**config.mk**
```make
export PLATFORM = sky130hd
export DESIGN_NAME = afsk_bit_demodulator
export DESIGN_NICKNAME = d
export VERILOG_FILES = /design/src/hw/rtl/afskd_pkg.sv /design/src/hw/rtl/afskd_ctrl.sv /design/src/hw/rtl/afskd_dp.sv /design/src/hw/rtl/afsk_bit_demodulator.sv
export VERILOG_INCLUDE_DIRS = /design/src /design/src/hw/rtl
export SDC_FILE = /design/constraint.sdc
export NUM_CORES = 1
export LEC_CHECK = 0
export BUFFER_PORTS_ARGS = -buffer_cell sky130_fd_sc_hd__clkbuf_2
export CAP_MARGIN = 20
export CORE_UTILIZATION = 40
export DETAILED_ROUTE_END_ITERATION = 7
export SYNTH_ARGS = -nofsm -noshare
export SYNTH_HDL_FRONTEND = slang
export SYNTH_SLANG_ARGS = --single-unit
```
**constraint.sdc**
```tcl
create_clock -name clk_i -period 8.84 [get_ports clk_i]
set_input_delay 1.768 -clock clk_i [delete_from_list [all_inputs] [get_ports clk_i]]
set_output_delay 1.768 -clock clk_i [all_outputs]
set_load 0.005 [all_outputs]
```
**src/hw/rtl/afsk_bit_demodulator_defines.svh**
```systemverilog
// assertion macros shared by the afsk bit demodulator rtl
// no dependencies; assertions compile out when SYNTH is defined
`ifndef AFSK_BIT_DEMODULATOR_DEFINES_SVH
`define AFSK_BIT_DEMODULATOR_DEFINES_SVH
`ifndef SYNTH
`define AFSKD_ASSERT(lbl, prop) \
  lbl: assert property (@(posedge clk_i) disable iff (!rst_ni) prop) \
    else $error("afskd assertion failed");
`define AFSKD_ASSERT_ALWAYS(lbl, prop) \
  lbl: assert property (@(posedge clk_i) prop) \
    else $error("afskd assertion failed");
`else
`define AFSKD_ASSERT(lbl, prop)
`define AFSKD_ASSERT_ALWAYS(lbl, prop)
`endif
`endif

```
**src/hw/rtl/afskd_pkg.sv**
```systemverilog
// types and constants of the afsk bit demodulator
// no dependencies; used by afskd_ctrl, afskd_dp and the top level
`default_nettype none
package afskd_pkg;

  localparam int DC_WINDOW = 16;
  localparam int DC_SHIFT = 4;
  localparam int WIN_IDX_W = $clog2(DC_WINDOW);
  localparam int SUM_W = 8 + WIN_IDX_W;

  localparam int PHASE_W = 7;
  localparam logic [PHASE_W-1:0] PHASE_STEP = 7'd8;
  localparam logic [PHASE_W-1:0] PHASE_HALF = 7'd32;
  localparam logic [PHASE_W-1:0] PHASE_FULL = 7'd64;

  localparam int CFG_IDX_W = 1;
  localparam int CFG_DATA_W = 1;

  typedef enum logic [CFG_IDX_W-1:0] {
    REG_FILTER_MODE = 1'b0,
    REG_TEST_MODE   = 1'b1
  } cfg_reg_e;

  typedef enum logic [2:0] {
    ST_IDLE,
    ST_SCAN,
    ST_MULT,
    ST_FILT,
    ST_COMMIT
  } state_e;

  typedef struct packed {
    logic signed [7:0] sample;
    logic              carrier_detect;
  } in_item_t;

  typedef struct packed {
    logic       bit_valid;
    logic       demod_bit;
    logic       flush_request;
    logic [7:0] peak_volume;
  } out_item_t;

  typedef struct packed {
    logic start;
    logic scan;
    logic mult;
    logic filt;
    logic commit;
  } dp_cmd_t;

  typedef struct packed {
    logic scan_last;
    logic demod_en;
  } dp_status_t;

endpackage
`default_nettype wire

```
**src/hw/rtl/afskd_ctrl.sv**
```systemverilog
// sequencing state machine of the afsk bit demodulator
// depends on afskd_pkg and the assertion macro header
`default_nettype none
`include "afsk_bit_demodulator_defines.svh"
module afskd_ctrl (
  input  wire                  clk_i,
  input  wire                  rst_ni,
  input  wire                  in_valid_i,
  output logic                 in_stall_o,
  output logic                 out_valid_o,
  input  wire                  out_stall_i,
  input  afskd_pkg::dp_status_t status_i,
  output afskd_pkg::dp_cmd_t   cmd_o
);

  afskd_pkg::state_e state_q, state_d;
  logic out_valid_q, out_valid_d;
  logic out_free;

  always_ff @(posedge clk_i or negedge rst_ni) begin
    if (!rst_ni) begin
      state_q     <= afskd_pkg::ST_IDLE;
      out_valid_q <= 1'b0;
    end else begin
      state_q     <= state_d;
      out_valid_q <= out_valid_d;
    end
  end

  assign out_free = !out_valid_q || !out_stall_i;

  always_comb begin
    state_d     = state_q;
    out_valid_d = out_valid_q && out_stall_i;
    cmd_o       = '0;
    in_stall_o  = 1'b1;
    case (state_q)
      afskd_pkg::ST_IDLE: begin
        in_stall_o = 1'b0;
        if (in_valid_i) begin
          cmd_o.start = 1'b1;
          state_d     = afskd_pkg::ST_SCAN;
        end
      end
      afskd_pkg::ST_SCAN: begin
        cmd_o.scan = 1'b1;
        if (status_i.scan_last) begin
          // skipped demodulation goes straight to the result
          state_d = status_i.demod_en ? afskd_pkg::ST_MULT : afskd_pkg::ST_COMMIT;
        end
      end
      afskd_pkg::ST_MULT: begin
        cmd_o.mult = 1'b1;
        state_d    = afskd_pkg::ST_FILT;
      end
      afskd_pkg::ST_FILT: begin
        cmd_o.filt = 1'b1;
        state_d    = afskd_pkg::ST_COMMIT;
      end
      afskd_pkg::ST_COMMIT: begin
        if (out_free) begin
          cmd_o.commit = 1'b1;
          out_valid_d  = 1'b1;
          state_d      = afskd_pkg::ST_IDLE;
        end
      end
      default: begin
        state_d = afskd_pkg::ST_IDLE;
      end
    endcase
  end

  assign out_valid_o = out_valid_q;

  `AFSKD_ASSERT_ALWAYS(a_cmd_onehot, ($onehot0(cmd_o)))
  `AFSKD_ASSERT(a_accept_starts_scan, (in_valid_i && !in_stall_o |=> state_q == afskd_pkg::ST_SCAN))
  `AFSKD_ASSERT(a_result_from_commit, ($rose(out_valid_o) |-> $past(state_q == afskd_pkg::ST_COMMIT)))
  `AFSKD_ASSERT(a_result_held, (out_valid_o && out_stall_i |=> out_valid_o))

endmodule
`default_nettype wire

```
**src/hw/rtl/afskd_dp.sv**
```systemverilog
// datapath: dc window scan, discriminator, iir lowpass, slicer and bit timing
// depends on afskd_pkg; driven by afskd_ctrl commands
`default_nettype none
module afskd_dp (
  input  wire                                  clk_i,
  input  wire                                  rst_ni,
  input  afskd_pkg::dp_cmd_t                   cmd_i,
  output afskd_pkg::dp_status_t                status_o,
  input  afskd_pkg::in_item_t                  in_data_i,
  output afskd_pkg::out_item_t                 out_data_o,
  input  wire                                  cfg_we_i,
  input  wire [afskd_pkg::CFG_IDX_W-1:0]       cfg_index_i,
  input  wire [afskd_pkg::CFG_DATA_W-1:0]      cfg_data_i
);

  localparam int IW = afskd_pkg::WIN_IDX_W;
  localparam int SW = afskd_pkg::SUM_W;
  localparam int PW = afskd_pkg::PHASE_W;

  // persistent demodulator state
  logic [7:0]           win_q [afskd_pkg::DC_WINDOW];
  logic [IW-1:0]        wpos_q;
  logic                 carrier_q;
  logic [7:0]           dly_q [4];
  logic [1:0]           dpos_q;
  logic signed [15:0]   prod_prev_q, prod_cur_q, filt_q;
  logic [7:0]           slice_q;
  logic [PW-1:0]        phase_q;
  logic                 filter_mode_q, test_mode_q;

  // per-item working registers
  logic signed [7:0]    smp_q, cur_q, lo_q, hi_q;
  logic                 cd_q;
  logic signed [SW-1:0] sum_q;
  logic [IW-1:0]        cnt_q;
  afskd_pkg::out_item_t out_q;

  logic signed [7:0]    tap;
  logic signed [7:0]    old;
  logic signed [15:0]   prod;
  logic signed [15:0]   y_new;
  logic signed [SW-1:0] mean_full;
  logic [7:0]           mean8, residual, volume;
  logic [PW-1:0]        ph_nudge, ph_step;
  logic                 bit_due, maj_bit, trans;

  assign tap = $signed(win_q[cnt_q]);
  assign old = $signed(dly_q[dpos_q]);
  assign prod = old * cur_q;

  always_comb begin
    y_new = prod_prev_q + prod_cur_q + (filt_q >>> 1);
    if (!filter_mode_q) begin
      y_new = y_new + (filt_q >>> 3) + (filt_q >>> 5);
    end
  end

  assign mean_full = sum_q >>> afskd_pkg::DC_SHIFT;
  assign mean8     = mean_full[7:0];
  assign residual  = smp_q - mean8;
  assign volume    = hi_q - lo_q;

  // bit timing uses the slice history already shifted in the filter step
  assign trans = slice_q[0] ^ slice_q[1];
  always_comb begin
    ph_nudge = phase_q;
    if (trans) begin
      ph_nudge = (phase_q < afskd_pkg::PHASE_HALF) ? phase_q + PW'(1) : phase_q - PW'(1);
    end
    ph_step = ph_nudge + afskd_pkg::PHASE_STEP;
    bit_due = ph_step >= afskd_pkg::PHASE_FULL;
    maj_bit = slice_q[2:0] inside {3'b111, 3'b110, 3'b101, 3'b011};
  end

  assign status_o.scan_last = cnt_q == IW'(afskd_pkg::DC_WINDOW - 1);
  assign status_o.demod_en  = !test_mode_q && carrier_q;

  // working registers, no reset needed
  always_ff @(posedge clk_i) begin
    if (cmd_i.start) begin
      smp_q <= in_data_i.sample;
      cd_q  <= in_data_i.carrier_detect;
      cnt_q <= '0;
      lo_q  <= 8'sd127;
      hi_q  <= -8'sd128;
      sum_q <= '0;
    end
    if (cmd_i.scan) begin
      if (tap < lo_q) lo_q <= tap;
      if (tap > hi_q) hi_q <= tap;
      sum_q <= sum_q + SW'(tap);
      if (cnt_q == wpos_q) cur_q <= tap;
      cnt_q <= cnt_q + IW'(1);
    end
    if (cmd_i.commit) begin
      out_q.peak_volume   <= volume;
      out_q.flush_request <= !test_mode_q && !carrier_q;
      out_q.bit_valid     <= status_o.demod_en && bit_due;
      out_q.demod_bit     <= status_o.demod_en && bit_due && maj_bit;
    end
  end

  always_ff @(posedge clk_i or negedge rst_ni) begin
    if (!rst_ni) begin
      for (int i = 0; i < afskd_pkg::DC_WINDOW; i++) win_q[i] <= '0;
      for (int i = 0; i < 4; i++) dly_q[i] <= '0;
      wpos_q        <= '0;
      carrier_q     <= 1'b0;
      dpos_q        <= '0;
      prod_prev_q   <= '0;
      prod_cur_q    <= '0;
      filt_q        <= '0;
      slice_q       <= '0;
      phase_q       <= '0;
      filter_mode_q <= 1'b0;
      test_mode_q   <= 1'b0;
    end else begin
      if (cfg_we_i) begin
        case (afskd_pkg::cfg_reg_e'(cfg_index_i))
          afskd_pkg::REG_FILTER_MODE: filter_mode_q <= cfg_data_i[0];
          afskd_pkg::REG_TEST_MODE:   test_mode_q   <= cfg_data_i[0];
          default: ;
        endcase
      end
      if (cmd_i.mult) begin
        prod_prev_q <= prod_cur_q;
        prod_cur_q  <= prod >>> 2;
      end
      if (cmd_i.filt) begin
        filt_q        <= y_new;
        slice_q       <= {slice_q[6:0], !y_new[15] && (y_new != '0)};
        dly_q[dpos_q] <= cur_q;
        dpos_q        <= dpos_q + 2'd1;
      end
      if (cmd_i.commit) begin
        if (status_o.demod_en) begin
          phase_q <= bit_due ? {1'b0, ph_step[PW-2:0]} : ph_step;
        end
        carrier_q     <= cd_q;
        win_q[wpos_q] <= residual;
        wpos_q <= (wpos_q == IW'(afskd_pkg::DC_WINDOW - 1)) ? '0 : wpos_q + IW'(1);
      end
    end
  end

  assign out_data_o = out_q;

endmodule
`default_nettype wire

```
**src/hw/rtl/afsk_bit_demodulator.sv**
```systemverilog
// afsk bit demodulator top level: controller plus datapath, one result per sample
// per sample: scan, mult, filt, commit states; skipped demodulation drops mult and filt
// a sample is taken only in idle after the last commit, paced by the serial 16-entry dc scan
// the output register lets the next sample be accepted while a result waits
// async active-low reset clears the window, filter, timing and config registers to zero
// depends on afskd_pkg, afskd_ctrl and afskd_dp
`default_nettype none
module afsk_bit_demodulator (
  input  wire                             clk_i,
  input  wire                             rst_ni,
  input  wire                             in_valid_i,
  output logic                            in_stall_o,
  input  afskd_pkg::in_item_t             in_data_i,
  output logic                            out_valid_o,
  input  wire                             out_stall_i,
  output afskd_pkg::out_item_t            out_data_o,
  input  wire                             cfg_we_i,
  input  wire [afskd_pkg::CFG_IDX_W-1:0]  cfg_index_i,
  input  wire [afskd_pkg::CFG_DATA_W-1:0] cfg_data_i
);

  afskd_pkg::dp_cmd_t    cmd;
  afskd_pkg::dp_status_t status;

  afskd_ctrl u_ctrl (
    .clk_i       (clk_i),
    .rst_ni      (rst_ni),
    .in_valid_i  (in_valid_i),
    .in_stall_o  (in_stall_o),
    .out_valid_o (out_valid_o),
    .out_stall_i (out_stall_i),
    .status_i    (status),
    .cmd_o       (cmd)
  );

  afskd_dp u_dp (
    .clk_i       (clk_i),
    .rst_ni      (rst_ni),
    .cmd_i       (cmd),
    .status_o    (status),
    .in_data_i   (in_data_i),
    .out_data_o  (out_data_o),
    .cfg_we_i    (cfg_we_i),
    .cfg_index_i (cfg_index_i),
    .cfg_data_i  (cfg_data_i)
  );

endmodule
`default_nettype wire
```
Word level (Yosys, flattened, before mapping)
Cells that the tools add are included.
{ "classes": {"muxes": 42, "addsub": 13, "mul": 1, "eq_ne": 14, "reduce_logical": 23, "bitwise_logic": 5, "n_lt_le_gt_ge": 9} }
{ "op_table": {"columns": ["cell", "count"], "rows": [
  ["$bwmux W128", 1],
  ["$mux W8", 12],
  ["$bmux W8 S4", 1],
  ["$bwmux W32", 1],
  ["$demux W8 S4", 1],
  ["$mux W12", 2],
  ["$mux W7", 3],
  ["$add A16 B11 Y16", 1],
  ["$add A16 B13 Y16", 1],
  ["$add A16 B15 Y16", 1],
  ["$bmux W8 S2", 1],
  ["$demux W8 S2", 1],
  ["$mul A8 B8 Y16", 1],
  ["$mux W16", 1],
  ["$reduce_bool A16 Y1", 1],
  ["$sub A8 B8 Y8", 2],
  ["$add A14 B14 Y15", 1],
  ["$pmux W3 S5", 1],
  ["$add A12 B8 Y12", 1],
  ["$eq A3 B3 Y1 const B", 4],
  ["$mux W3", 4],
  ["$mux W4", 3],
  ["$ge A5 B5 Y1 const B", 2],
  ["$mux W1", 10],
  ["30 further kinds", 50]
]} }
{ "word_totals": {"wordCells": 150, "inputBits": 16, "register_bits": 287} }

Longest topological paths before layout
Gate-level depths: netlist (run 1).
{ "logic_depth": {"ltp_word": 7, "ltp_mapped": 29, "ltp_nobuf": 28} }

By module
From an unflattened synthesis (run 1), not the netlist that was laid out.
{ "hier_totals": {"hier_cells": 1609, "area_unflattened_um2": 17579.4} }
{ "by_module_without_submodules": {"columns": ["mod", "area_each_um2", "seq_area_each_um2", "cells_each", "instances"], "rows": [
  ["afskd_dp", 17367.9, 7196.9, 1584, 1],
  ["afskd_ctrl", 211.5, 100.1, 25, 1]
]} }

Worst setup path before layout (run 1)
OpenSTA, ideal clock, no wires.
{ "synth_path": {"path_kind": "flip-flop to flip-flop", "from": "register u_dp.prod_cur_q[0]", "to": "register u_dp.slice_q[0]", "t_arrival_ns": 5.494, "slack_ns": 3.215, "stages_incl_launch_ff": 28, "setup_time_ns": 0.131, "path_buffers": 1, "path_cell_list": "dfrtp_1 > ha_1 > inv_1 > fa_1 > nor2b_1 > o21ai_0 > a21boi_0 > o21ai_0 > a21oi_1 > a21oi_1 > xnor2_1 > ha_1 > clkbuf_1 > nand3_1 > nor2_1 > a21oi_1 > a21oi_1 > nand2b_1 > fa_1 > inv_1 > ha_1 > a21oi_1 > o21ai_0 > o41ai_1 > mux2_2 > a2111oi_0 > nor3b_1 > a21oi_1"} }
{ "synth_via": {"elab_chain_cells": 7, "elab_cells_between_ends": 8} }
{ "synth_lines": {"columns": ["item", "line_no", "source"], "rows": [
  ["from (decl)", "afskd_dp.sv:26", "logic signed [15:0] prod_prev_q, prod_cur_q, filt_q;"],
  ["from (signal assigned)", "afskd_dp.sv:127", "prod_cur_q <= prod >>> 2;"],
  ["$add A14 B14 Y15 (*)", "afskd_dp.sv:52", "y_new = prod_prev_q + prod_cur_q + (filt_q >>> 1);"],
  ["$add A16 B15 Y16 (*)", "afskd_dp.sv:52", null],
  ["$add A16 B13 Y16", "afskd_dp.sv:54", "y_new = y_new + (filt_q >>> 3) + (filt_q >>> 5);"],
  ["$add A16 B11 Y16", "afskd_dp.sv:54", null],
  ["$mux W16 (*)", "afskd_dp.sv:53", "if (!filter_mode_q) begin"],
  ["$reduce_bool A16 Y1 / $logic_not A1 Y1 (equally long branches)", "afskd_dp.sv:131", "slice_q <= {slice_q[6:0], !y_new[15] && (y_new != '0)};"],
  ["$logic_and A1 B1 Y1 (*)", "afskd_dp.sv:131", null],
  ["to (signal assigned)", "afskd_dp.sv:131", null],
  ["to (decl)", "afskd_dp.sv:27", "logic [7:0] slice_q;"]
]} }
Mark *: on every way between the ends. The rest lies on a longest branch, timed or not.
A chain may end at the register's enable or synchronous reset.

Worst setup path in the final report (run 1)
Same ends and word-level chain as after synthesis.

==> summary by stage, run 1 <==
Logic synthesis
The post-synthesis area per instance is between 10 and 15 um^2. The synthesized netlist contains between 60 and 70 unique library cells. For this run, the number of Yosys warnings is 0. Counting every net in the synthesized netlist gives slightly above 2000. The proportion of register bits with asynchronous set or reset after synthesis is 79.0%.

The adder-cell area share of the yosys netlist is around 17%. Of the total synthesized cell area, the portion taken by XOR and XNOR cells is roughly 3.5%. The gate count of the mapped netlist is 1825. By area, the combinational part of the netlist is dominated by adder cells. The fraction of the mapped netlist area in compound gates is between 10% and 20%. The number of flip-flops and latches in the synthesized netlist is approximately 290. The summed instance area of the synthesized netlist is roughly 19000 um^2.

The sequential element share of the synthesized area is 39.4%. Of the total synthesized cell area, the portion taken by AND, OR, NAND and NOR gates is approximately 14%. The most used flip-flop cell after synthesis is sky130_fd_sc_hd__dfrtp_1. The synthesized design contains 44 enable-type register cells. The multiplexer area fraction after synthesis is 9.77%.

Clock network
The total of hold buffers inserted after clock tree synthesis is 0. The clock insertion delay at the later pin of the skew report is between 0.5 and 0.6 ns. No sink is reached through more buffers than the 3 on the longest clock path.

In this run the number of H-tree levels came out at 2. The clock tree from TritonCTS is yes. Clock tree synthesis selected as its root buffer the cell sky130_fd_sc_hd__clkbuf_16. In this run, post-CTS repair resized a total of 0 instances. The clock sink count is 286.

The number of buffers created by CTS is 35. After clock tree synthesis, the setup repair step added 0 buffers. The clock-pin transition on the worst setup and hold timing paths is around 0.06 ns.

Finish
The area of all placed cells without fillers is 20500 um^2. Compared with the post-synthesis result, the final layout area differs by 10.4%. The count of non-filler cells in the finished layout is 2461.

The antenna diode instance count is 0. At the end of the flow, the number of nets in the layout was ~2100. The ratio of cells with drive above 1 in the final layout is a little under an eighth. Cells fill between 40 and 50% of the core in the end.

Drt
The wire length per cell after detailed routing is ~17 um. For this block, the routed nets add up to 41000 um of wire. In this run the remaining antenna-violating nets after routing total 0.

The via density per instance is between 5 and 6. The initial DRC count is roughly 810. The number of DRC violations after detailed routing is 0. The count of TritonRoute iterations in the first routing pass is 5.

The overall via count from detail_route is between 10000 and 15000.

STA
The hold violation count in the final report is 0. Setup repair after global routing left no endpoint under its margin. The worst hold slack is about 0.47 ns.

The max-slew violation count came to 0. The actual transition at the worst max-transition pin is 1.05 ns. The clock period minus worst slack is between 6 and 7 ns. Timing would allow up to 0.159 GHz. Headroom to the max-slew limit came out at 29.7%.

The final period utilization is 71.2%. The final clock skew is 0.0266 ns. The number of setup violations in the final report is 0. In the final timing run, aggregate negative setup slack is 0 ns.

Pwr
Of the total power, combinational logic draws between 30% and 40%. Net switching is between 30% and 40% of the power. The leakage power of the design is between 9 and 10 nW. The cell internal power dissipation is 0.00294 W. The sequential share of power is 35.7%. The power density over the cells is about 220 nW/um^2. VDD sags by at most between 0.1 and 0.15 mV. The clock network accounts for around a third of the total power.

The analysis attributes to net switching a power of roughly 0.0017 W.

Hold path
The number of instances on the worst hold path is 2. For hold timing, the worst endpoint is u_dp.win_q[109]$_DFFE_PN0P_. The type of the tightest min-delay check is reg -> reg.

In this run the most critical hold path is launched from u_dp.win_q[109]$_DFFE_PN0P_.

Floorplan
The floorplan has 78 rows. For this design the top-level I/O count stands at 29. The initial utilization of the core area, before any placement, comes to between 40% and 50%. The y dimension of the die is 217 um. The width of the die is roughly 220 um. The core footprint is around 46000 um^2. The area of the die is 47200 um^2.

Outcome
The run finished with clean final reports.

Setup path
The largest fanout of any net on the critical path is 7. The worst setup path is captured at a flop. The worst reg-to-reg setup slack is 2.55 ns. Data arrives at the worst endpoint at about 6.7 ns. Measured in cells, the most critical reg-to-reg path has a length of 26. The setup path with the least slack is of type reg -> reg.

The required time of the worst setup path is 9.26 ns. The worst reg2reg path startpoint is u_dp.prod_cur_q[0]$_DFFE_PN0P_. STA classifies the critical path startpoint as a flop. The reg-to-reg critical path endpoint is u_dp.slice_q[0]$_DFFE_PN0P_.

Global routing
The global router's overall resource usage is between 10% and 20%. The initial antenna violation count is 0. The maximum number of pins on one net before global-route repair is about 160. The total global routing overflow is 0. The global-route wire length before repair is between 60000 and 70000 um. The via count of the first global-routing pass is 13038.

Placement
At the end of routability-driven placement, the weighted congestion stood at about 0.84. The placed instances occupy a cell area of roughly 19000 um^2. Buffers placed on the I/O ports in this run total 28. The wire-length estimate of the detail-placed layout is approximately 28000 um. The total instance count after detailed placement is between 2000 and 2500.

Job
The tool flagged a number of max-cap violations equal to 0.
area by class of cell:
class	count	area, um^2
Fill cell	4264	25100
Sequential cell	286	7300
Multi-Input combinational cell	1299	10300
Timing Repair Buffer	44	283
Clock inverter	19	176
Clock buffer	45	996
Inverter	168	631
Tap cell	600	751
layout by cell type, fill, tap and decap left out, types with 8 or more instances in the layout:
cell,instances
sky130_fd_sc_hd__nand2_1,235
sky130_fd_sc_hd__dfrtp_1,226
sky130_fd_sc_hd__o21ai_0,196
sky130_fd_sc_hd__inv_1,166
sky130_fd_sc_hd__ha_1,131
sky130_fd_sc_hd__fa_1,74
sky130_fd_sc_hd__nor2_1,72
sky130_fd_sc_hd__mux2_2,57
sky130_fd_sc_hd__a21oi_1,57
sky130_fd_sc_hd__xnor2_1,53
sky130_fd_sc_hd__mux4_2,47
sky130_fd_sc_hd__and2_1,46
sky130_fd_sc_hd__edfxtp_1,44
sky130_fd_sc_hd__nand3_1,41
sky130_fd_sc_hd__clkbuf_16,37
sky130_fd_sc_hd__nor3_1,29
sky130_fd_sc_hd__clkbuf_2,27
sky130_fd_sc_hd__nor2b_1,22
sky130_fd_sc_hd__xor2_1,21
sky130_fd_sc_hd__o21a_1,20
sky130_fd_sc_hd__nand2b_1,19
sky130_fd_sc_hd__or4_1,18
sky130_fd_sc_hd__dfxtp_1,16
sky130_fd_sc_hd__a21o_1,15
sky130_fd_sc_hd__buf_4,15
sky130_fd_sc_hd__mux2i_1,11
sky130_fd_sc_hd__a31oi_1,11
sky130_fd_sc_hd__and3_1,10
sky130_fd_sc_hd__o211ai_1,9
sky130_fd_sc_hd__nand4_1,9
sky130_fd_sc_hd__a21boi_0,8
sky130_fd_sc_hd__or3_1,8
worst max-delay path by stage:
stage,start,slack (ns),end
2_1_floorplan,u_dp.prod_cur_q[0]$_DFFE_PN0P_,3.21,u_dp.slice_q[0]$_DFFE_PN0P_
3_3_place_gp,u_dp.prod_cur_q[0]$_DFFE_PN0P_,2.74,u_dp.slice_q[0]$_DFFE_PN0P_
3_5_place_dp,u_dp.prod_cur_q[0]$_DFFE_PN0P_,2.60,u_dp.slice_q[0]$_DFFE_PN0P_
4_1_cts,u_dp.prod_cur_q[0]$_DFFE_PN0P_,2.56,u_dp.slice_q[0]$_DFFE_PN0P_
5_1_grt,u_dp.prod_cur_q[0]$_DFFE_PN0P_,1.85,u_dp.slice_q[0]$_DFFE_PN0P_
6_report,u_dp.prod_cur_q[0]$_DFFE_PN0P_,2.55,u_dp.slice_q[0]$_DFFE_PN0P_
Yosys cell counts, drive strengths merged, types with 7 or more instances:
cell / count / area share (%)
and2: 46 / 1.6
nor3b: 7 / 0.28
inv: 167 / 3.4
a21oi: 60 / 1.7
dfxtp: 16 / 1.7
nor2b: 22 / 0.74
edfxtp: 44 / 7.1
nand4: 9 / 0.30
nand2: 235 / 4.8
a31oi: 11 / 0.37
o21ai: 197 / 5.4
nand3: 41 / 1.1
xnor2: 53 / 2.5
buf: 9 / 0.28
or4: 18 / 0.73
nor3: 29 / 0.78
o31ai: 7 / 0.28
and3: 10 / 0.34
ha: 131 / 8.8
nor2: 72 / 1.5
mux2i: 11 / 0.59
o21a: 20 / 0.81
clkbuf: 63 / 1.3
o211ai: 9 / 0.36
fa: 74 / 8.0
a21o: 15 / 0.61
xor2: 21 / 0.99
or3: 8 / 0.27
dfrtp: 226 / 31
mux2: 57 / 3.5
a211oi: 8 / 0.35
mux4: 47 / 5.7
nand2b: 19 / 0.64
a21boi: 8 / 0.32
state kept, by name, indices dropped and copies added (netlist names), 4 cells and up:
register,flops
u_dp.wpos_q,4
u_dp.phase_q,7
u_dp.dly_q,32
u_dp.out_data_o,11
u_dp.smp_q,8
u_dp.win_q,128
u_dp.sum_q,12
u_dp.filt_q,15
u_dp.prod_prev_q,14
u_dp.lo_q,8
u_dp.hi_q,8
u_dp.prod_cur_q,14
u_dp.cur_q,8
u_dp.cnt_q,4
logic make-up (layout without fill, tap and decap cells):
group	after synthesis	in the layout
compound gates	375	375
xor+xnor	74	74
fa+ha+maj	205	205
buf+inv	240	276
flops	286	286
mux	115	115
simple gates	530	530
critical path, stage by stage, from the launching register on:
cell,delay (ns)
sky130_fd_sc_hd__dfrtp_1,0.36
sky130_fd_sc_hd__ha_1,0.17
sky130_fd_sc_hd__inv_1,0.05
sky130_fd_sc_hd__fa_1,0.40
sky130_fd_sc_hd__nor2b_1,0.12
sky130_fd_sc_hd__o21ai_0,0.10
sky130_fd_sc_hd__a21boi_0,0.24
sky130_fd_sc_hd__o21ai_0,0.17
sky130_fd_sc_hd__a21oi_1,0.15
sky130_fd_sc_hd__a21oi_1,0.09
sky130_fd_sc_hd__xnor2_1,0.13
sky130_fd_sc_hd__ha_1,0.37
sky130_fd_sc_hd__nand3_1,0.14
sky130_fd_sc_hd__nor2_1,0.06
sky130_fd_sc_hd__a21oi_1,0.45
sky130_fd_sc_hd__a21oi_1,0.15
sky130_fd_sc_hd__nand2b_1,0.19
sky130_fd_sc_hd__fa_1,0.48
sky130_fd_sc_hd__inv_1,0.04
sky130_fd_sc_hd__ha_1,0.34
sky130_fd_sc_hd__a21oi_1,0.23
sky130_fd_sc_hd__o21ai_0,0.23
sky130_fd_sc_hd__o41ai_1,0.40
sky130_fd_sc_hd__mux2_2,0.38
sky130_fd_sc_hd__a2111oi_0,0.36
sky130_fd_sc_hd__nor3b_1,0.24
sky130_fd_sc_hd__a21oi_1,0.09
stage by stage:
step | setup WS [ns] | power, W
detailed placement | 2.60 | 0.00318
global route | 1.85 | 0.00491
CTS | 2.56 | 0.00466
global placement | 2.74 | 0.00315
floorplan | 3.21 | 0.00278
finish | 2.55 | 0.00460
power by group through the flow:
| stage | registers [W] | logic [W] | clock network, W |
|---|---|---|---|
| 6_report | 0.00164 | 0.00150 | 0.00145 |
| 5_1_grt | 0.00167 | 0.00170 | 0.00154 |
| 4_1_cts | 0.00165 | 0.00152 | 0.00149 |
| 3_5_place_dp | 0.00167 | 0.00151 | 0 |
| 3_3_place_gp | 0.00167 | 0.00148 | 0 |
| 2_1_floorplan | 0.00157 | 0.00121 | 0 |
routing by layer:
metal  wire length, um  GRT usage [%]
met5                 0              0
met4               897           5.75
met3              1610           2.49
met2             19800           30.0
met1             18700           24.4
No activity file was read; power rests on OpenSTA's default activity.
==> inputs of run 2 (changes only) <==
==> constraint.sdc (replaced) <==
create_clock -name clk_i -period 5.45 [get_ports clk_i]
set_input_delay 1.09 -clock clk_i [delete_from_list [all_inputs] [get_ports clk_i]]
set_output_delay 1.09 -clock clk_i [all_outputs]
set_load 0.005 [all_outputs]
==> summary by stage, run 2 (same netlist as run 1, synthesis figures left out) <==
Outcome
The run finished with clean final reports.

Finish
Relative to the synthesized area, the layout overhead comes to 15.7%. The core utilization of the finished layout is a little under half. Leaving out fill and tap cells, the most frequent cells in the layout are 233 x sky130_fd_sc_hd__nand2_1, 225 x sky130_fd_sc_hd__dfrtp_1, 190 x sky130_fd_sc_hd__o21ai_0. The filler cell count is 4272. The library cell used most frequently in the layout, excluding fill and tap cells, is sky130_fd_sc_hd__nand2_1. The largest registers in the layout are u_dp.win_q: 128 flops, u_dp.dly_q: 32 flops, u_dp.filt_q: 15 flops. Ranked by flip-flop count, first place goes to u_dp.win_q.

The register with the most flip-flops in the layout has between 100 and 150 of them. The ratio of cells with drive above 1 in the final layout is a little under a fifth. The count of nets after finishing is between 2000 and 2500.

Global routing
The global-route wire length before repair is about 70000 um. The initial antenna violation count is 3. The via count of the first global-routing pass came to 13694. Entering global routing, the biggest net connects approximately 100 pins. Summed over all layers, the global routing overflow is 0. The global router's overall resource usage is between 10% and 20%.

Floorplan
The initial core utilization is around two fifths. The y dimension of the die is 217 um. After floorplanning, the core was divided into 78 placement rows.

The width of the die is 217 um. The core footprint is between 40000 and 50000 um^2. The floorplan step defined a die boundary enclosing around 47000 um^2. The top-level port count is 29.

Drt
The initial DRC count is about 780. The overall via count from detail_route is 13588. The total wire length is 42500 um. The wire length per cell after detailed routing is ~17 um. The post-detailed-route count of antenna-violating nets is 0. The via density per instance is around 5.3.

For this run, the detailed router's first-pass iteration total came to 8. In the routed design, unresolved DRC markers number 0.

Hold path
The number of instances on the worst hold path is 2. The worst hold path startpoint is u_dp.win_q[125]$_DFFE_PN0P_. The path class of the tightest hold or removal check is reg -> reg. The path with the worst hold slack has its endpoint at u_dp.win_q[125]$_DFFE_PN0P_.

Clock network
The number of buffers on the longest clock path is 3. The total of hold buffers inserted after clock tree synthesis is 0. TritonCTS created 35 clock buffers.

The clock tree from TritonCTS is yes. Clock-pin slew was measured on the worst setup and hold paths at ~0.06 ns. The cell at the root of the clock tree is sky130_fd_sc_hd__clkbuf_16.

The clock sink count is 286. At the later pin of the worst-skew pair, clock insertion delay measures between 0.5 and 0.6 ns. The H-tree was split into 2 levels.

Pwr
The worst ir drop on vdd is roughly 0.22 mV. The reported net switching power is 0.00272 W. The cell internal power dissipation is roughly 0.0049 W. The part of the total power dissipated in the clock network is around 30%. The power density over the cells is between 300 and 400 nW/um^2. The portion of total power attributed to combinational logic is a little over a third. The leakage power of the design is between 10 and 15 nW. The sequential share of power is 34.1%.

The power consumption is between 0.007 and 0.008 W. Net switching is between 30% and 40% of the power.

STA
In the finished design, the share of the clock period the worst path needs comes to 99.6%. Setup violations remaining at the end of the flow were counted as 0. The tightest slew margin relative to the limit is around a quarter.

For this run, the top clock speed supported by timing is between 0.15 and 0.2 GHz. The hold violation count in the final report was 0. Setup repair after global routing could not meet its margin everywhere. The max-slew violation count came to 0. On the final layout, the worst clock skew is approximately 0.028 ns. The clock period minus worst slack is around 5.4 ns. The actual transition at the worst max-transition pin is roughly 1.1 ns.

Setup path
The kind of end point of the critical path is a flop. The worst reg-to-reg setup slack is roughly 0.019 ns. In this run the worst path has a maximum fanout of 5. At the worst endpoint, the arrival time is between 5 and 6 ns.

Counting cells, the worst reg-to-reg path comes to 27. The required time of the worst setup path is slightly below 6 ns. The startpoint type of the worst setup path is a flop.

In this run the critical register-to-register path is launched from u_dp.prod_prev_q[0]$_DFFE_PN0P_. The worst register-to-register path ends at u_dp.slice_q[0]$_DFFE_PN0P_. The category of the critical setup timing path is reg -> reg.

Placement
The count of buffers added on input and output ports is 28. The final HPWL from detailed placement is between 20000 and 30000 um. The congestion estimate from routability-driven global placement came to about 0.8.

Job
Across the run, the number of max-cap violations was 0.
## run 2: cell types whose count changed in the layout (fill, tap and decap cells not counted), sizes merged
cell      delta
clkbuf       +4
buf         +92
clkinvlp     -3
inv          -3
clkinv       +2
diode        +1
bufinv       +1
## run 2: power by group through the flow
stage | clock (W) | combinational, W | sequential [W]
2_1_floorplan | 0 | 0.00196 | 0.00255
3_3_place_gp | 0 | 0.00261 | 0.00265
3_5_place_dp | 0 | 0.00266 | 0.00266
4_1_cts | 0.00240 | 0.00269 | 0.00262
5_1_grt | 0.00247 | 0.00305 | 0.00264
6_report | 0.00233 | 0.00272 | 0.00261
## run 2: what timing repair did
item / in CTS / in global routing
buffers inserted: 4 / 9
setup endpoints to repair: 4 / 9
gates resized for setup: 12 / 55
pin swaps: 11 / 19
## run 2: layer usage
metal	GRT usage (%)	vias up	wire (um)
met5	0	-	0
met4	6.92	0	1180
met3	2.88	70	1830
met2	30.8	214	20600
met1	24.5	6765	18900
li1	-	6539	-
## run 2: worst max path at each step
| stage | from | to | slack, ns | cells past startpoint |
|---|---|---|---|---|
| detailed placement | u_dp.prod_cur_q[0]$_DFFE_PN0P_ | u_dp.slice_q[0]$_DFFE_PN0P_ | -0.31 | 25 |
| floorplan | u_dp.prod_cur_q[0]$_DFFE_PN0P_ | u_dp.slice_q[0]$_DFFE_PN0P_ | 0.02 | 27 |
| finish | u_dp.prod_prev_q[0]$_DFFE_PN0P_ | u_dp.slice_q[0]$_DFFE_PN0P_ | 0.02 | 27 |
| CTS | u_dp.prod_cur_q[0]$_DFFE_PN0P_ | u_dp.slice_q[0]$_DFFE_PN0P_ | -0.06 | 27 |
| global placement | u_dp.prod_cur_q[0]$_DFFE_PN0P_ | u_dp.slice_q[0]$_DFFE_PN0P_ | -0.17 | 27 |
| global route | u_dp.prod_prev_q[0]$_DFFE_PN0P_ | u_dp.slice_q[0]$_DFFE_PN0P_ | -0.27 | 27 |
## run 2: layout make-up
class / instances / area, um^2 / share of cell area, %
Multi-Input combinational cell: 1299 / 10600 / 49.4
Sequential cell: 286 / 7300 / 34.0
Timing Repair Buffer: 137 / 1010 / 4.70
Clock buffer: 48 / 996 / 4.64
Tap cell: 600 / 751 / 3.50
Inverter: 168 / 631 / 2.94
Clock inverter: 16 / 160 / 0.747
Antenna cell: 1 / 2.50 / 0.0117
## run 2: worst max-delay path, stage by stage (launching register included)
cell	delay, ns
sky130_fd_sc_hd__dfrtp_1	0.35
sky130_fd_sc_hd__ha_2	0.19
sky130_fd_sc_hd__inv_2	0.04
sky130_fd_sc_hd__fa_2	0.35
sky130_fd_sc_hd__nor2b_2	0.14
sky130_fd_sc_hd__o21ai_2	0.07
sky130_fd_sc_hd__a21boi_2	0.17
sky130_fd_sc_hd__o21ai_2	0.10
sky130_fd_sc_hd__a21oi_2	0.17
sky130_fd_sc_hd__a21oi_2	0.07
sky130_fd_sc_hd__xnor2_1	0.13
sky130_fd_sc_hd__ha_1	0.37
sky130_fd_sc_hd__nand3_2	0.15
sky130_fd_sc_hd__a21oi_2	0.18
sky130_fd_sc_hd__a21oi_4	0.07
sky130_fd_sc_hd__a21o_1	0.18
sky130_fd_sc_hd__a22o_1	0.23
sky130_fd_sc_hd__fa_1	0.50
sky130_fd_sc_hd__inv_2	0.05
sky130_fd_sc_hd__ha_4	0.25
sky130_fd_sc_hd__nand2_2	0.08
sky130_fd_sc_hd__nor2_1	0.06
sky130_fd_sc_hd__o211a_1	0.15
sky130_fd_sc_hd__o41a_1	0.34
sky130_fd_sc_hd__or4_4	0.49
sky130_fd_sc_hd__a211o_1	0.28
sky130_fd_sc_hd__o221ai_1	0.08
sky130_fd_sc_hd__a21oi_1	0.06
## run 2: through the flow
stage	hold WS [ns]	cell area (um^2)	setup slack [ns]	setup TNS [ns]	cells
2_1_floorplan	0.444	18500	0.0183	0	1825
3_3_place_gp	0.455	19900	-0.167	-0.234	2476
3_5_place_dp	0.464	19900	-0.313	-0.653	2476
4_1_cts	0.478	21100	-0.0615	-0.101	2544
5_1_grt	0.501	21500	-0.267	-0.595	2554
6_report	0.473	21500	0.0191	0	2555
==> inputs of run 3 (changes only) <==
--- a/config.mk
+++ b/config.mk
@@ -10,6 +10,7 @@
 export CAP_MARGIN = 20
 export CORE_UTILIZATION = 40
 export DETAILED_ROUTE_END_ITERATION = 7
+export RECOVER_POWER = 100
 export SYNTH_ARGS = -nofsm -noshare
 export SYNTH_HDL_FRONTEND = slang
 export SYNTH_SLANG_ARGS = --single-unit
==> summary by stage, run 3 (same netlist as run 1, synthesis figures left out) <==
Outcome
The flow ran to the end, but the final reports show violations. The final reports fail on max-capacitance violations, max-slew violations.

Setup path
For the worst flop-to-flop path, the logic depth is 27. The worst reg2reg path startpoint is u_dp.prod_prev_q[0]$_DFFE_PN0P_. For this run, the slowest stage of the critical path takes around 0.5 ns.

The most prevalent standard cell on the critical path is sky130_fd_sc_hd__a21oi_2. The reg-to-reg critical path endpoint is u_dp.slice_q[0]$_DFFE_PN0P_. The data arrival time of the critical path is about 6 ns. The required time of the worst setup path is between 5 and 6 ns. The critical path runs through a total of 27 cells. The largest individual stage delay along the critical path comes from the cell sky130_fd_sc_hd__fa_1.

For flop-to-flop paths, the worst setup slack is ~0.020 ns. The worst setup path is of the reg -> reg kind. The kind of end point of the critical path is a flop.

In this run the worst path has a maximum fanout of 5. The cell family contributing the most delay on the critical path is compound AO/OA/AOI/OAI gates. The total buffers and inverters traversed by the critical path is 2. STA classifies the critical path startpoint as a flop.

Finish
Compared with the post-synthesis result, the final layout area differs by 15.1%. The library cell used most frequently in the layout, excluding fill and tap cells, is sky130_fd_sc_hd__nand2_1. The register with the most flip-flops in the layout has 128 of them. The library cells used most frequently in the layout, excluding fill and tap cells, are 233 x sky130_fd_sc_hd__nand2_1, 225 x sky130_fd_sc_hd__dfrtp_1, 191 x sky130_fd_sc_hd__o21ai_0. In the final layout, the multi-input gates occupy 10600 um^2.

The layout has ~4300 filler cells. Excluding fillers, the count of instances in the completed layout stands at ~2600. The area of all placed cells without fillers is 21300 um^2.

The register with the highest flop count is u_dp.win_q. Of the cells placed in the final design, the portion with a size suffix greater than 1 is around 17%. The largest registers in the layout are u_dp.win_q: 128 flops, u_dp.dly_q: 32 flops, u_dp.filt_q: 15 flops. The count of nets after finishing is ~2100. Across the whole layout, storage elements account for ~7300 um^2.

STA
The max-slew violation count is about 190. In the final timing run, aggregate negative setup slack is 0 ns. Of the available clock period, the critical path in the final layout requires between 90% and 100%. The routed design could run at a clock period as short as ~5.4 ns. Setup repair after global routing could not meet its margin everywhere. Headroom to the max-slew limit came out at -80.7%. The number of setup violations in the final report is 0. The actual transition at the worst max-transition pin is roughly 2.7 ns. The final critical-path setup slack is 0.0198 ns.

The fmax is approximately 0.18 GHz. The final clock skew is a little under 0.03 ns. Hold timing on the final database bottoms out at a slack of about 0.47 ns. The hold violation count in the final report is 0.

Placement
The weighted congestion reported at the end of routability-driven placement is 0.798. The cell area after placement is between 15000 and 20000 um^2. Before CTS, the worst setup slack after placement is -0.313 ns. Buffers placed on the I/O ports in this run total 28. The total instance count after detailed placement is 2476. The final HPWL from detailed placement is 29800 um.

Pwr
The leakage power of the design is about 9.9 nW. The worst ir drop on vdd is about 0.22 mV. The power density over the cells is between 300 and 400 nW/um^2.

Drt
The first routing iteration left around 740 violations. The total wire length is around 43000 um. The post-detailed-route count of antenna-violating nets is 0. The routed layout has 13578 vias.

Before antenna repair, the detailed router went through 5 iterations. After detailed routing, the number of remaining DRC violations is 0. The wire length per cell after detailed routing is about 17 um. The via density per instance is about 5.3.

Global routing
The first global-routing pass estimated roughly 70000 um of wire. The via count of the first global-routing pass was 13694. Global routing used ~19% of the available tracks. The initial antenna violation count was 3. Entering global routing, the biggest net connects 103 pins.

The total global routing overflow is 0.

Clock network
The cell at the root of the clock tree is sky130_fd_sc_hd__clkbuf_16. In this run the deepest clock path goes through 3 buffers. The clock insertion delay at the later pin of the skew report is around 0.55 ns. The number of buffers created by CTS is 35. The clock sink count is approximately 290. CTS built an H-tree with a depth of 2. The clock tree from TritonCTS is yes. The clock-pin transition on the worst setup and hold timing paths is 0.06 ns. The total of hold buffers inserted after clock tree synthesis is 0.

Floorplan
The cell row count is 78. The core footprint is ~46000 um^2. The width of the die is 217 um.

The initial core utilization is 40.7%. The floorplan step defined a die boundary enclosing between 40000 and 50000 um^2. The floorplan step set the die height to roughly 220 um. Pin placement for this block handled 29 I/O pins.

Hold path
The type of the tightest min-delay check is reg -> reg. The number of instances on the worst hold path is 2. In this run the most critical hold path is launched from u_dp.win_q[110]$_DFFE_PN0P_.

For hold timing, the worst endpoint is u_dp.win_q[110]$_DFFE_PN0P_.

Job
Across the run, the number of max-cap violations was 4.
## run 3: through the flow
step	power, W	utilization, %
6_report	0.00763	46.8
5_1_grt	0.00814	46.8
4_1_cts	0.00770	46.4
3_5_place_dp	0.00531	43.7
3_3_place_gp	0.00526	43.7
2_1_floorplan	0.00451	-
## run 3: repair_timing
action,CTS,global route
setup endpoints to repair,4,9
buffers inserted,4,9
pin swaps,11,19
resized for setup,12,55
## run 3: final cells by class
type                    instances  share of cell area, %
multi-input cells            1299                   49.5
flip-flops and latches        286                   34.2
clock buffers                  48                   4.67
repair buffers                137                   4.35
well taps                     600                   3.52
inverters                     168                   2.96
clock inverters                16                  0.751
diodes                          1                 0.0117
## run 3: worst max path at each step
| stage | startpoint | slack (ns) | endpoint |
|---|---|---|---|
| floorplan | u_dp.prod_cur_q[0]$_DFFE_PN0P_ | 0.02 | u_dp.slice_q[0]$_DFFE_PN0P_ |
| global placement | u_dp.prod_cur_q[0]$_DFFE_PN0P_ | -0.17 | u_dp.slice_q[0]$_DFFE_PN0P_ |
| detailed placement | u_dp.prod_cur_q[0]$_DFFE_PN0P_ | -0.31 | u_dp.slice_q[0]$_DFFE_PN0P_ |
| CTS | u_dp.prod_cur_q[0]$_DFFE_PN0P_ | -0.06 | u_dp.slice_q[0]$_DFFE_PN0P_ |
| global route | u_dp.prod_prev_q[0]$_DFFE_PN0P_ | -0.27 | u_dp.slice_q[0]$_DFFE_PN0P_ |
| finish | u_dp.prod_prev_q[0]$_DFFE_PN0P_ | 0.02 | u_dp.slice_q[0]$_DFFE_PN0P_ |
## run 3: power by group
| group | switching, W | total, W | internal (W) |
|---|---|---|---|
| Combinational | 0.00158 | 0.00269 | 0.00110 |
| Sequential | 0.000189 | 0.00261 | 0.00243 |
| Clock | 0.000943 | 0.00233 | 0.00139 |
## run 3: routing by layer
| layer | track usage [%] | vias up | wire [um] |
|---|---|---|---|
| met5 | 0 | - | 0 |
| met4 | 6.92 | 0 | 1180 |
| met3 | 2.88 | 71 | 1640 |
| met2 | 30.8 | 206 | 20600 |
| met1 | 24.5 | 6757 | 19200 |
| li1 | - | 6544 | - |
## run 3: worst reg2reg max path, stage by stage (launching register included)
cell and delay (ns):
sky130_fd_sc_hd__dfrtp_1 0.35, sky130_fd_sc_hd__ha_2 0.19, sky130_fd_sc_hd__inv_2 0.04, sky130_fd_sc_hd__fa_2 0.35, sky130_fd_sc_hd__nor2b_2 0.14, sky130_fd_sc_hd__o21ai_2 0.07
sky130_fd_sc_hd__a21boi_2 0.17, sky130_fd_sc_hd__o21ai_2 0.10, sky130_fd_sc_hd__a21oi_2 0.17, sky130_fd_sc_hd__a21oi_2 0.07, sky130_fd_sc_hd__xnor2_1 0.13, sky130_fd_sc_hd__ha_1 0.37
sky130_fd_sc_hd__nand3_2 0.15, sky130_fd_sc_hd__a21oi_2 0.18, sky130_fd_sc_hd__a21oi_4 0.07, sky130_fd_sc_hd__a21o_1 0.18, sky130_fd_sc_hd__a22o_1 0.23, sky130_fd_sc_hd__fa_1 0.50
sky130_fd_sc_hd__inv_2 0.05, sky130_fd_sc_hd__ha_4 0.25, sky130_fd_sc_hd__nand2_2 0.08, sky130_fd_sc_hd__nor2_1 0.06, sky130_fd_sc_hd__o211a_1 0.15, sky130_fd_sc_hd__o41a_1 0.34
sky130_fd_sc_hd__or4_4 0.49, sky130_fd_sc_hd__a211o_1 0.28, sky130_fd_sc_hd__o221ai_1 0.08, sky130_fd_sc_hd__a21oi_1 0.06
